### src/rtl/core/qfba_pkg.sv
package qfba_pkg;

  localparam int HANDLE_W    = 8;
  localparam int SIZE_W      = 16;
  localparam int CLASS_W     = 2;
  localparam int STATUS_W    = 2;
  localparam int FRESH_W     = 9;
  localparam int POOL_DEPTH  = 256;
  localparam int LIMIT_COUNT = 3;
  localparam int CFG_IDX_W   = 2;
  localparam int IN_TDATA_W  = 24;
  localparam int OUT_TDATA_W = 16;
  localparam int OUT_PAD_W   = OUT_TDATA_W - HANDLE_W - CLASS_W;

  localparam logic CMD_ALLOC = 1'b0;
  localparam logic CMD_FREE  = 1'b1;

  localparam logic [STATUS_W-1:0] ST_OK        = 2'd0;
  localparam logic [STATUS_W-1:0] ST_TOO_LARGE = 2'd1;
  localparam logic [STATUS_W-1:0] ST_EXHAUSTED = 2'd2;
  localparam logic [STATUS_W-1:0] ST_NULL_FREE = 2'd3;

  localparam logic [CFG_IDX_W-1:0] CFG_LIMIT_SMALL  = 2'd0;
  localparam logic [CFG_IDX_W-1:0] CFG_LIMIT_MEDIUM = 2'd1;
  localparam logic [CFG_IDX_W-1:0] CFG_LIMIT_LARGE  = 2'd2;

  localparam logic [SIZE_W-1:0] RST_LIMIT_SMALL  = 16'd50;
  localparam logic [SIZE_W-1:0] RST_LIMIT_MEDIUM = 16'd100;
  localparam logic [SIZE_W-1:0] RST_LIMIT_LARGE  = 16'd200;

  typedef struct packed {
    logic start;
    logic finish;
  } ctrl_cmd_t;

  typedef struct packed {
    logic needs_read;
  } dp_stat_t;

endpackage

### src/rtl/core/qfba_ram.sv
module qfba_ram #(
  parameter int WIDTH = 8,
  parameter int DEPTH = 256
) (
  input  logic                     clk,
  input  logic                     we,
  input  logic [$clog2(DEPTH)-1:0] waddr,
  input  logic [WIDTH-1:0]         wdata,
  input  logic                     re,
  input  logic [$clog2(DEPTH)-1:0] raddr,
  output logic [WIDTH-1:0]         rdata
);

  logic [WIDTH-1:0] mem_r [DEPTH];
  logic [WIDTH-1:0] rdata_r;

  always_ff @(posedge clk) begin
    if (we) begin
      mem_r[waddr] <= wdata;
    end
    if (re) begin
      rdata_r <= mem_r[raddr];
    end
  end

  assign rdata = rdata_r;

endmodule

### src/rtl/core/qfba_ctrl.sv
module qfba_ctrl (
  input  logic                clk,
  input  logic                rst_n,
  input  logic                in_tvalid,
  output logic                in_tready,
  output logic                out_tvalid,
  input  logic                out_tready,
  input  qfba_pkg::dp_stat_t  stat,
  output qfba_pkg::ctrl_cmd_t cmd
);

  typedef enum logic [1:0] {
    S_IDLE = 2'b01,
    S_READ = 2'b10
  } state_t;

  state_t state_r, state_nxt;
  logic   out_valid_r, out_valid_nxt;
  logic   out_free;
  logic   load;

  assign out_free  = !out_valid_r || out_tready;
  assign in_tready = (state_r == S_IDLE) && out_free;
  assign cmd.start  = in_tvalid && in_tready;
  assign cmd.finish = (state_r == S_READ) && out_free;
  assign load = (cmd.start && !stat.needs_read) || cmd.finish;
  assign out_tvalid = out_valid_r;

  always_comb begin
    state_nxt = state_r;
    case (state_r)
      S_IDLE: begin
        if (cmd.start && stat.needs_read) begin
          state_nxt = S_READ;
        end
      end
      S_READ: begin
        // hold until the output register can take the result
        if (cmd.finish) begin
          state_nxt = S_IDLE;
        end
      end
      default: state_nxt = S_IDLE;
    endcase
  end

  always_comb begin
    if (load) begin
      out_valid_nxt = 1'b1;
    end else if (out_tready) begin
      out_valid_nxt = 1'b0;
    end else begin
      out_valid_nxt = out_valid_r;
    end
  end

  always_ff @(posedge clk) begin
    if (!rst_n) begin
      state_r     <= S_IDLE;
      out_valid_r <= 1'b0;
    end else begin
      state_r     <= state_nxt;
      out_valid_r <= out_valid_nxt;
    end
  end

endmodule

### src/rtl/core/qfba_dp.sv
module qfba_dp #(
  parameter int CLASS_COUNT = 3,
  parameter int POOL_BLOCKS = 256
) (
  input  logic                               clk,
  input  logic                               rst_n,
  input  logic                               cfg_we,
  input  logic [qfba_pkg::CFG_IDX_W-1:0]     cfg_index,
  input  logic [qfba_pkg::SIZE_W-1:0]        cfg_wdata,
  input  logic                               command,
  input  logic [qfba_pkg::SIZE_W-1:0]        request_size,
  input  logic [qfba_pkg::HANDLE_W-1:0]      block_handle,
  input  qfba_pkg::ctrl_cmd_t                cmd,
  output qfba_pkg::dp_stat_t                 stat,
  output logic [qfba_pkg::HANDLE_W-1:0]      granted_handle,
  output logic [qfba_pkg::CLASS_W-1:0]       size_class,
  output logic [qfba_pkg::STATUS_W-1:0]      status
);

  localparam int FreshLimit = (POOL_BLOCKS < qfba_pkg::POOL_DEPTH) ?
                              POOL_BLOCKS : qfba_pkg::POOL_DEPTH;

  logic [qfba_pkg::SIZE_W-1:0]   limit_r [qfba_pkg::LIMIT_COUNT];
  logic [qfba_pkg::HANDLE_W-1:0] heads_r [CLASS_COUNT];
  logic [qfba_pkg::FRESH_W-1:0]  fresh_r;

  logic                          op_r;
  logic [qfba_pkg::HANDLE_W-1:0] handle_r;
  logic [qfba_pkg::CLASS_W-1:0]  cls_r;

  logic [qfba_pkg::HANDLE_W-1:0] out_handle_r, out_handle_nxt;
  logic [qfba_pkg::CLASS_W-1:0]  out_class_r, out_class_nxt;
  logic [qfba_pkg::STATUS_W-1:0] out_status_r, out_status_nxt;

  logic                          fit;
  logic [qfba_pkg::CLASS_W-1:0]  fit_cls;
  logic [qfba_pkg::HANDLE_W-1:0] fit_head;
  logic                          exhausted;
  logic                          take_fresh;

  logic [qfba_pkg::CLASS_W-1:0]  free_cls;
  logic [qfba_pkg::HANDLE_W-1:0] free_head;

  logic                          nl_we, nl_re;
  logic [qfba_pkg::HANDLE_W-1:0] nl_rdata;
  logic                          bc_we, bc_re;
  logic [qfba_pkg::CLASS_W-1:0]  bc_rdata;

  // first class in index order whose limit covers the size
  always_comb begin
    fit     = 1'b0;
    fit_cls = '0;
    for (int c = CLASS_COUNT - 1; c >= 0; c--) begin
      if (request_size <= limit_r[c]) begin
        fit     = 1'b1;
        fit_cls = qfba_pkg::CLASS_W'(c);
      end
    end
  end

  always_comb begin
    fit_head = '0;
    for (int c = 0; c < CLASS_COUNT; c++) begin
      if (fit_cls == qfba_pkg::CLASS_W'(c)) begin
        fit_head = heads_r[c];
      end
    end
  end

  // a recorded class beyond the configured count falls back to class zero
  assign free_cls = (bc_rdata >= qfba_pkg::CLASS_W'(CLASS_COUNT)) ? '0 : bc_rdata;

  always_comb begin
    free_head = '0;
    for (int c = 0; c < CLASS_COUNT; c++) begin
      if (free_cls == qfba_pkg::CLASS_W'(c)) begin
        free_head = heads_r[c];
      end
    end
  end

  assign exhausted = fresh_r >= qfba_pkg::FRESH_W'(FreshLimit);

  always_comb begin
    if (command == qfba_pkg::CMD_ALLOC) begin
      stat.needs_read = fit && (fit_head != '0);
    end else begin
      stat.needs_read = block_handle != '0;
    end
  end

  assign take_fresh = cmd.start && (command == qfba_pkg::CMD_ALLOC) && fit &&
                      (fit_head == '0) && !exhausted;

  assign nl_re = cmd.start && (command == qfba_pkg::CMD_ALLOC) && stat.needs_read;
  assign nl_we = cmd.finish && (op_r == qfba_pkg::CMD_FREE);
  assign bc_re = cmd.start && (command == qfba_pkg::CMD_FREE) && stat.needs_read;
  assign bc_we = take_fresh;

  qfba_ram #(
    .WIDTH (qfba_pkg::HANDLE_W),
    .DEPTH (qfba_pkg::POOL_DEPTH)
  ) u_next_links (
    .clk   (clk),
    .we    (nl_we),
    .waddr (handle_r),
    .wdata (free_head),
    .re    (nl_re),
    .raddr (fit_head),
    .rdata (nl_rdata)
  );

  qfba_ram #(
    .WIDTH (qfba_pkg::CLASS_W),
    .DEPTH (qfba_pkg::POOL_DEPTH)
  ) u_block_classes (
    .clk   (clk),
    .we    (bc_we),
    .waddr (fresh_r[qfba_pkg::HANDLE_W-1:0]),
    .wdata (fit_cls),
    .re    (bc_re),
    .raddr (block_handle),
    .rdata (bc_rdata)
  );

  always_comb begin
    out_handle_nxt = out_handle_r;
    out_class_nxt  = out_class_r;
    out_status_nxt = out_status_r;
    if (cmd.finish) begin
      if (op_r == qfba_pkg::CMD_ALLOC) begin
        out_handle_nxt = handle_r;
        out_class_nxt  = cls_r;
      end else begin
        out_handle_nxt = '0;
        out_class_nxt  = free_cls;
      end
      out_status_nxt = qfba_pkg::ST_OK;
    end else if (cmd.start && !stat.needs_read) begin
      out_handle_nxt = '0;
      out_class_nxt  = '0;
      if (command == qfba_pkg::CMD_FREE) begin
        out_status_nxt = qfba_pkg::ST_NULL_FREE;
      end else if (!fit) begin
        out_status_nxt = qfba_pkg::ST_TOO_LARGE;
      end else if (exhausted) begin
        out_class_nxt  = fit_cls;
        out_status_nxt = qfba_pkg::ST_EXHAUSTED;
      end else begin
        out_handle_nxt = fresh_r[qfba_pkg::HANDLE_W-1:0];
        out_class_nxt  = fit_cls;
        out_status_nxt = qfba_pkg::ST_OK;
      end
    end
  end

  always_ff @(posedge clk) begin
    out_handle_r <= out_handle_nxt;
    out_class_r  <= out_class_nxt;
    out_status_r <= out_status_nxt;
    if (cmd.start) begin
      op_r     <= command;
      cls_r    <= fit_cls;
      handle_r <= (command == qfba_pkg::CMD_ALLOC) ? fit_head : block_handle;
    end
  end

  always_ff @(posedge clk) begin
    if (!rst_n) begin
      limit_r[0] <= qfba_pkg::RST_LIMIT_SMALL;
      limit_r[1] <= qfba_pkg::RST_LIMIT_MEDIUM;
      limit_r[2] <= qfba_pkg::RST_LIMIT_LARGE;
    end else if (cfg_we) begin
      case (cfg_index)
        qfba_pkg::CFG_LIMIT_SMALL:  limit_r[0] <= cfg_wdata;
        qfba_pkg::CFG_LIMIT_MEDIUM: limit_r[1] <= cfg_wdata;
        qfba_pkg::CFG_LIMIT_LARGE:  limit_r[2] <= cfg_wdata;
        default: ;
      endcase
    end
  end

  always_ff @(posedge clk) begin
    if (!rst_n) begin
      fresh_r <= qfba_pkg::FRESH_W'(1);
    end else if (take_fresh) begin
      fresh_r <= fresh_r + qfba_pkg::FRESH_W'(1);
    end
  end

  always_ff @(posedge clk) begin
    if (!rst_n) begin
      for (int c = 0; c < CLASS_COUNT; c++) begin
        heads_r[c] <= '0;
      end
    end else if (cmd.finish) begin
      for (int c = 0; c < CLASS_COUNT; c++) begin
        // pop advances the head to its link, push makes the freed handle the head
        if (op_r == qfba_pkg::CMD_ALLOC && cls_r == qfba_pkg::CLASS_W'(c)) begin
          heads_r[c] <= nl_rdata;
        end else if (op_r == qfba_pkg::CMD_FREE && free_cls == qfba_pkg::CLASS_W'(c)) begin
          heads_r[c] <= handle_r;
        end
      end
    end
  end

  assign granted_handle = out_handle_r;
  assign size_class     = out_class_r;
  assign status         = out_status_r;

endmodule

### src/rtl/core/quick_fit_block_allocator_top.sv
// Quick-fit block allocator. Each request on in_ allocates a block for a size
// (in_tuser low) or frees a block by its handle (in_tuser high); one result per
// request leaves on out_. Allocation picks the first size class whose limit
// covers the size, pops that class's free list, and otherwise hands out the
// next fresh handle from the pool. A request that needs no table lookup (fresh
// allocate, size too large, pool exhausted, null free) is served from the idle
// state; one that pops a list or frees a block goes through the read state for
// the registered read of the link or class RAM. A new request is taken while the
// previous result still sits in the output register, as long as that register
// is drained by then. Both RAMs need no clearing after reset; the block takes
// requests right out of reset. Limits may be rewritten only while idle.
module quick_fit_block_allocator_top #(
  parameter int CLASS_COUNT = 3,
  parameter int POOL_BLOCKS = 256
) (
  input  logic                               clk,
  input  logic                               rst_n,
  input  logic                               cfg_we,
  input  logic [qfba_pkg::CFG_IDX_W-1:0]     cfg_index,
  input  logic [qfba_pkg::SIZE_W-1:0]        cfg_wdata,
  input  logic                               in_tvalid,
  output logic                               in_tready,
  // request_size [15:0], block_handle [23:16]
  input  logic [qfba_pkg::IN_TDATA_W-1:0]    in_tdata,
  // command
  input  logic                               in_tuser,
  output logic                               out_tvalid,
  input  logic                               out_tready,
  // granted_handle [7:0], size_class [9:8], zero fill above
  output logic [qfba_pkg::OUT_TDATA_W-1:0]   out_tdata,
  // status
  output logic [qfba_pkg::STATUS_W-1:0]      out_tuser
);

  qfba_pkg::ctrl_cmd_t           cmd;
  qfba_pkg::dp_stat_t            stat;
  logic [qfba_pkg::HANDLE_W-1:0] granted_handle;
  logic [qfba_pkg::CLASS_W-1:0]  size_class;

  qfba_ctrl u_ctrl (
    .clk        (clk),
    .rst_n      (rst_n),
    .in_tvalid  (in_tvalid),
    .in_tready  (in_tready),
    .out_tvalid (out_tvalid),
    .out_tready (out_tready),
    .stat       (stat),
    .cmd        (cmd)
  );

  qfba_dp #(
    .CLASS_COUNT (CLASS_COUNT),
    .POOL_BLOCKS (POOL_BLOCKS)
  ) u_dp (
    .clk            (clk),
    .rst_n          (rst_n),
    .cfg_we         (cfg_we),
    .cfg_index      (cfg_index),
    .cfg_wdata      (cfg_wdata),
    .command        (in_tuser),
    .request_size   (in_tdata[qfba_pkg::SIZE_W-1:0]),
    .block_handle   (in_tdata[qfba_pkg::SIZE_W +: qfba_pkg::HANDLE_W]),
    .cmd            (cmd),
    .stat           (stat),
    .granted_handle (granted_handle),
    .size_class     (size_class),
    .status         (out_tuser)
  );

  assign out_tdata = {{qfba_pkg::OUT_PAD_W{1'b0}}, size_class, granted_handle};

endmodule

### config.mk
export PLATFORM = sky130hd
export DESIGN_NAME = quick_fit_block_allocator_top
export DESIGN_NICKNAME = d
export VERILOG_FILES = /design/src/rtl/core/qfba_pkg.sv /design/src/rtl/core/qfba_ram.sv /design/src/rtl/core/qfba_ctrl.sv /design/src/rtl/core/qfba_dp.sv /design/src/rtl/core/quick_fit_block_allocator_top.sv
export SDC_FILE = /design/constraint.sdc
export NUM_CORES = 2
export LEC_CHECK = 0
export BUFFER_PORTS_ARGS = -buffer_cell sky130_fd_sc_hd__buf_2
export CAP_MARGIN = 10
export CORE_MARGIN = 5
export CORE_UTILIZATION = 35
export DETAILED_ROUTE_END_ITERATION = 16
export SKIP_CTS_REPAIR_TIMING = 1
export SLEW_MARGIN = 20
export SYNTH_ARGS = -nofsm -noshare
export SYNTH_HDL_FRONTEND = slang
export SYNTH_HIERARCHICAL = 1
export SYNTH_SLANG_ARGS = --single-unit
export TNS_END_PERCENT = 10
### constraint.sdc
create_clock -name clk -period 23.1 [get_ports clk]
set_clock_uncertainty 0.05 [all_clocks]
set_input_delay 4.62 -clock clk [delete_from_list [all_inputs] [get_ports clk]]
set_output_delay 4.62 -clock clk [all_outputs]
set_load 0.005 [all_outputs]
# Word level (Yosys, flattened, before mapping)
# Memory sizes are Yosys's and may differ from the RTL's. A register that Yosys moved wholly into a read port is not among the register bits.
# Cells that the tools add are included.
# W data, S select, Z words.
dict set report word_totals {
  elab_cells 164
  output_inout_bits 20
  memories 4
  ramBits 2632
  in_bits 48
  regBits 35
}
dict set report op_classes {
  bitwise 11
  addsub 1
  mux 87
  reduce_logical 35
  n_lt_le_gt_ge 5
  n_eq_ne 12
}
# name depth word_bits read_ports rd_clocked_by_memory_dff write_ports line_no
set mem_list {}
lappend mem_list {u_dp.u_next_links.mem_r 256 8 1 1 1 qfba_ram.sv:14} ;# logic [WIDTH-1:0] mem_r [DEPTH];
lappend mem_list {u_dp.u_block_classes.mem_r 256 2 1 1 1 qfba_ram.sv:14}
lappend mem_list {u_dp.limit_r 3 16 3 0 3 qfba_dp.sv:23} ;# logic [qfba_pkg::SIZE_W-1:0] limit_r [qfba_pkg::LIMIT_COUNT];
lappend mem_list {u_dp.heads_r 3 8 3 0 3 qfba_dp.sv:24} ;# logic [qfba_pkg::HANDLE_W-1:0] heads_r [CLASS_COUNT];
# operator count
set op_table {}
lappend op_table {{$mux W8} 19}
lappend op_table {{$mux W1} 50}
lappend op_table {{$le A16 B16 Y1} 3}
lappend op_table {{$mux W16} 3}
lappend op_table {{$mux W2} 14}
lappend op_table {{$logic_and A1 B1 Y1} 20}
lappend op_table {{$reduce_bool A8 Y1} 2}
lappend op_table {{$eq A2 B1 Y1 const B} 5}
lappend op_table {{$eq A2 B2 Y1 const B} 5}
lappend op_table {{$add A9 B1 Y9 const B} 1}
lappend op_table {{$ge A9 B9 Y1 const B} 1}
lappend op_table {{$or A1 B1 Y1} 9}
lappend op_table {{$logic_not A2 Y1} 4}
lappend op_table {{$logic_not A8 Y1} 1}
lappend op_table {{$pmux W2 S2} 1}
lappend op_table {{$reduce_bool A2 Y1} 2}
lappend op_table {{$logic_not A1 Y1} 3}
lappend op_table {{$ge A2 B2 Y1 const B} 1}
lappend op_table {{$logic_or A1 B1 Y1} 2}
lappend op_table {{$ne A2 B1 Y1 const B} 1}
lappend op_table {{$ne A2 B2 Y1 const B} 1}
lappend op_table {{$not A1 Y1} 2}
lappend op_table {{$reduce_and A2 Y1} 1}

# Depth between registers and ports, before layout
# An unclocked memory read counts as a cell.
dict set report logic_depth {
  depth_word 16
  depth_mapped 21
  mapped_depth_nobuf 15
}

# Hierarchy
# The synthesis kept the hierarchy.
# mod instances area_each_um2 cells_each seq_area_each_um2
set by_module_without_submodules {}
lappend by_module_without_submodules {{qfba_ram at u_dp.u_next_links} 1 79636.4 3733 61739.2}
lappend by_module_without_submodules {{qfba_ram at u_dp.u_block_classes} 1 21401.8 1242 15434.8}
lappend by_module_without_submodules {qfba_dp 1 5901.9 547 3012.9}
lappend by_module_without_submodules {qfba_ctrl 1 163.9 16 60.1}
lappend by_module_without_submodules {quick_fit_block_allocator_top 1 48.8 7 0.0}

# Worst setup path before layout
# No wires, ideal clock.
dict set report synth_path {
  path_type {input to register}
  start {in in_tdata[11] in the netlist's numbering}
  end {reg u_dp/cls_r[1] in the netlist's numbering (data pin)}
  setup_time_ns 1.394
  n_path_buf 0
  path_slack_ns 9.652
  required_ns 21.656
  arrival_time_ns 12.004
  path_stages 7
  cell_sequence {ha_1 -> a21oi_1 -> a31oi_1 -> a211oi_2 -> or4b_4 -> and2_1 -> nor2_1}
}
dict set report synth_via {
  elab_chain_cells 4
  word_cells_on_any_way 6
  cone_classes {3 x order compare; 3 x mux}
}
# element line_no
set synth_rtl {}
lappend synth_rtl {{start, declared} quick_fit_block_allocator_top.sv:24} ;# input logic [qfba_pkg::IN_TDATA_W-1:0] in_tdata,
lappend synth_rtl {{$le A16 B16 Y1} qfba_dp.sv:54} ;# if (request_size <= limit_r[c]) begin
lappend synth_rtl {{$mux W2 (2 in a row)} qfba_dp.sv:54}
lappend synth_rtl {{$mux W2 (*)} qfba_dp.sv:54}
lappend synth_rtl {{net u_dp.fit_cls, one bit} qfba_dp.sv:36} ;# logic [qfba_pkg::CLASS_W-1:0] fit_cls;
lappend synth_rtl {{end signal, assigned} qfba_dp.sv:163} ;# cls_r <= fit_cls;
lappend synth_rtl {{end, declared} qfba_dp.sv:29} ;# logic [qfba_pkg::CLASS_W-1:0] cls_r;
# Mark *: on every way through the listed nets, which the timed path passes. The rest lies on a longest branch.
# A chain may end at the register's enable or synchronous reset.

# Worst setup path in the final report
dict set report layout_path {
  start {in in_tdata[14] in the netlist's numbering}
  end {reg u_dp.u_next_links.rdata_r[4], in the netlist u_dp/u_next_links/rdata[4], read port of u_dp.u_next_links.mem_r (data pin)}
}
dict set report layout_via {
  elab_chain_cells 12
  word_cells_on_any_way 19
  cone_classes {3 x order compare; 2 x eq/ne; 10 x mux; 4 x reduce/logical}
}
# element line_no
set layout_rtl {}
lappend layout_rtl {{$le A16 B16 Y1} qfba_dp.sv:54}
lappend layout_rtl {{$mux W2 (2 in a row)} qfba_dp.sv:54}
lappend layout_rtl {{$mux W2 (*)} qfba_dp.sv:54}
lappend layout_rtl {{$logic_not A2 Y1} qfba_dp.sv:64} ;# if (fit_cls == qfba_pkg::CLASS_W'(c)) begin
lappend layout_rtl {{$mux W8 (2 in a row)} qfba_dp.sv:64}
lappend layout_rtl {{$mux W8 (*)} qfba_dp.sv:64}
lappend layout_rtl {{net u_dp.fit_head, one bit} qfba_dp.sv:37} ;# logic [qfba_pkg::HANDLE_W-1:0] fit_head;
lappend layout_rtl {{$reduce_bool A8 Y1} qfba_dp.sv:86} ;# stat.needs_read = fit && (fit_head != '0);
lappend layout_rtl {{$logic_and A1 B1 Y1} qfba_dp.sv:86}
lappend layout_rtl {{$mux W1} qfba_dp.sv:85} ;# if (command == qfba_pkg::CMD_ALLOC) begin
lappend layout_rtl {{$logic_and A1 B1 Y1} qfba_dp.sv:95} ;# assign nl_re = cmd.start && (command == qfba_pkg::CMD_ALLOC) && stat.needs_read;
lappend layout_rtl {{end, declared} qfba_ram.sv:15} ;# logic [WIDTH-1:0] rdata_r;
# Marks and branches as above.

==> flow_metrics.tcl <==
set metrics [dict create \
    ctsLongestPathBuffers 4 \
    most_common_cell_after_layout_fill_and_taps_aside "sky130_fd_sc_hd__edfxtp_1" \
    worstPathMaxFanout 63 \
    routed_via_density 5.58 \
    route.final.wire_length_mm 276 \
    leakagePower_nw 38.0 \
    coreArea_um2 305000 \
    final.period_utilization 0.472 \
    initial_antenna_violation_count 8 \
    grt_pass1_wl_mm 399 \
    min-delay-path-class "reg -> reg" \
    synth-edff-count 2663 \
    netlist_area_um2 107000 \
    power.density_cell_area_nw_per_um2 92.2 \
    multi_input_comb_area_um2 24800 \
    maxClockFrequency_ghz 0.0918 \
    cts.reportedPaths.clkPinSlew_ps 60 \
    timing_worst_slew_pin_value_ps 1220 \
    grt_setup_unrepaired "no" \
    gr-usage-all-layers 0.170 \
    fp.dieH_um 563 \
    io_buffer_count 61 \
    postSynth.asyncResetShare 0 \
    gp_congestion 0.841 \
    vias 55800 \
    seq_area_um2 80200 \
    final_number_of_setup_violating_endpoints 0 \
    initial_core_util 0.351 \
    crit_path_start_kind "primary input" \
    row_count 203 \
    avgSynthCellArea_um2 19.3 \
    synth_top_area_frac 0.746 \
    design.portCount 68 \
    peakVddDrop_v 0.0000692 \
    routed_wire_length_per_instance_um 27.6 \
    synth_warnings 6 \
    first_pass_drt_iterations 5 \
    synth_top_cell_by_area "sky130_fd_sc_hd__edfxtp_1" \
    final_nets 5790 \
    final_cell_mix "sky130_fd_sc_hd__edfxtp_1, sky130_fd_sc_hd__nor2_1, sky130_fd_sc_hd__mux4_2" \
    synth.ff_latch_count 2677 \
    post_synth_inst_count 5545 \
    cp-end-kind "flop" \
    maxCapViolCount 0 \
    synth.distinct_cells 90 \
    grt_pass1_vias 56100 \
    crit_type "in -> reg" \
    postSynth.topFlopCell "sky130_fd_sc_hd__edfxtp_1" \
    finalMaxSlewViolations 0 \
    fin_setup_tns_ps 0 \
    synth_top_cells_by_area "sky130_fd_sc_hd__edfxtp_1, sky130_fd_sc_hd__mux4_2, sky130_fd_sc_hd__nor2_1" \
    clock_tree_from_tritoncts "done" \
    grt_overflow_total 0 \
    required_time_of_the_worst_setup_path_ps 23680 \
    timing_hold_violations_final 0 \
    cts-htree-levels 5 \
    result_of_the_run "completed" \
    route.detailed.drc 0 \
    nFillCells 27200 \
    layout_min_cycle_time_ps 10900 \
    clk_root_buffer_cell "sky130_fd_sc_hd__clkbuf_16" \
    clock_sink_count 2677 \
    max-slew-margin-rel 0.181 \
    grt_max_degree 194 \
    drtAntennaViolNets 0 \
    hpwl_mm 165 \
    area_growth_pct 12.8 \
    worst-endpoint-arrival_ps 11470 \
    worstSkewPairLatency_ps 930 \
    final.hold.worst_slack_ps 450 \
    seq_area_frac_synth 0.749 \
    drt_first_iter_violations 7005 \
    chipWidth_um 563 \
    number_of_buffers_inserted_during_clock_tree_synthesis 293 \
    die_area_um2 317000 \
    post_route_cells_drive_above_1_share 0.207 \
]
-- report_power, final --
| group | total [W] | switching (W) | internal, W |
|---|---|---|---|
| sequential | 0.00547 | 0.0000235 | 0.00545 |
| combinational | 0.00122 | 0.000803 | 0.000422 |
| clock | 0.00445 | 0.00183 | 0.00262 |
| total | 0.0112 | 0.00266 | 0.00849 |
-- path summary, 6_finish.rpt --
path | endpoint | startpoint | depth (start not counted) | slack (ps)
max | u_dp/u_next_links/rdata[4] | in_tdata[14] | 15 | 12200
min | u_dp/status[0] | u_dp/status[0] | 2 | 450
max reg2reg | u_dp/u_next_links/rdata[4] | u_dp/limit_r[0][30] | 15 | 15660
min reg2reg | u_dp/status[0] | u_dp/status[0] | 2 | 450
-- cells in the mapped netlist, types with 18 or more instances --
| cell type | number |
|---|---|
| sky130_fd_sc_hd__a22o_1 | 33 |
| sky130_fd_sc_hd__mux4_1 | 22 |
| sky130_fd_sc_hd__edfxtp_1 | 2663 |
| sky130_fd_sc_hd__buf_1 | 25 |
| sky130_fd_sc_hd__a211oi_1 | 27 |
| sky130_fd_sc_hd__nor2b_1 | 50 |
| sky130_fd_sc_hd__nor4_1 | 29 |
| sky130_fd_sc_hd__buf_4 | 36 |
| sky130_fd_sc_hd__nor3_1 | 23 |
| sky130_fd_sc_hd__buf_6 | 31 |
| sky130_fd_sc_hd__mux2_2 | 18 |
| sky130_fd_sc_hd__o21ai_0 | 42 |
| sky130_fd_sc_hd__clkbuf_1 | 180 |
| sky130_fd_sc_hd__buf_2 | 45 |
| sky130_fd_sc_hd__nand4_1 | 33 |
| sky130_fd_sc_hd__inv_1 | 60 |
| sky130_fd_sc_hd__a21oi_1 | 136 |
| sky130_fd_sc_hd__nor2_1 | 564 |
| sky130_fd_sc_hd__a221oi_1 | 20 |
| sky130_fd_sc_hd__nand2b_1 | 28 |
| sky130_fd_sc_hd__o22ai_1 | 35 |
| sky130_fd_sc_hd__and2_1 | 34 |
| sky130_fd_sc_hd__nand3_1 | 76 |
| sky130_fd_sc_hd__mux4_2 | 536 |
| sky130_fd_sc_hd__nand2_1 | 127 |
| sky130_fd_sc_hd__ha_1 | 52 |
| sky130_fd_sc_hd__o221ai_1 | 62 |
| sky130_fd_sc_hd__a22oi_1 | 145 |
| sky130_fd_sc_hd__mux2i_1 | 199 |
-- layer usage --
| metal | routed length (um) | GRT usage |
|---|---|---|
| met5 | 33 | 0 |
| met3 | 25900 | 0.0386 |
| met1 | 114000 | 0.239 |
| met4 | 7230 | 0.0478 |
| met2 | 129000 | 0.265 |
-- state kept, by name, summed over array words and instances, names as in the netlist --
register	count
u_dp/fresh_r	9
u_ctrl/state_r	2
u_dp/granted_handle	8
u_dp/heads_r	24
u_dp/size_class	2
u_ctrl/out_tvalid	1
u_dp/cls_r	2
u_dp/status	2
u_dp/u_next_links/rdata	8
u_dp/op_r	1
u_dp/u_block_classes/rdata	2
u_dp/limit_r	48
u_dp/u_next_links/mem_r	2048
u_dp/handle_r	8
u_dp/u_block_classes/mem_r	512
-- final cells by class --
class                      instances  area share
antenna                            8    0.000166
clock buffer                     350      0.0635
clock inverter                   149      0.0112
inverter                          63     0.00196
multi-input combinational       2459       0.205
sequential                      2677       0.664
tap                             4100      0.0424
timing repair buffer             196      0.0118
-- metrics by stage --
step | total power [W] | setup WS [ps] | cells | instance area (um2) | util
2_1_floorplan | 0.00644 | 9650 | 5550 | 107000 | -
3_3_place_gp | 0.00678 | 10520 | 9486 | 112000 | 0.366
3_5_place_dp | 0.00680 | 11140 | 9495 | 112000 | 0.366
4_1_cts | 0.0112 | 12150 | 9994 | 121000 | 0.396
5_1_grt | 0.0115 | 11710 | 9998 | 121000 | 0.396
6_report | 0.0112 | 12200 | 10000 | 121000 | 0.396
-- kinds of logic (layout without fill, tap and decap cells) --
| group | after synthesis | after routing | share of synthesized area |
|---|---|---|---|
| compound gates | 613 | 613 | 0.0410 |
| fa+ha+maj | 52 | 52 | 0.00607 |
| buf+inv | 414 | 758 | 0.0226 |
| flops | 2677 | 2677 | 0.749 |
| mux | 777 | 777 | 0.139 |
| other cells | 1 | 14 | 0.0000350 |
| simple gates | 1011 | 1011 | 0.0427 |
-- worst max-delay path: stages --
cell and delay (ps):
sky130_fd_sc_hd__buf_2 120, sky130_fd_sc_hd__ha_1 320, sky130_fd_sc_hd__nand4_1 190, sky130_fd_sc_hd__nor4_1 520
sky130_fd_sc_hd__nand4_1 220, sky130_fd_sc_hd__o31ai_2 160, sky130_fd_sc_hd__and2_4 630, sky130_fd_sc_hd__a221o_4 780
sky130_fd_sc_hd__buf_4 830, sky130_fd_sc_hd__buf_4 820, sky130_fd_sc_hd__mux4_2 440, sky130_fd_sc_hd__a22oi_1 290
sky130_fd_sc_hd__a21oi_1 250, sky130_fd_sc_hd__nor4_1 970, sky130_fd_sc_hd__nor4_1 90
(Power assumes the default switching activity.)
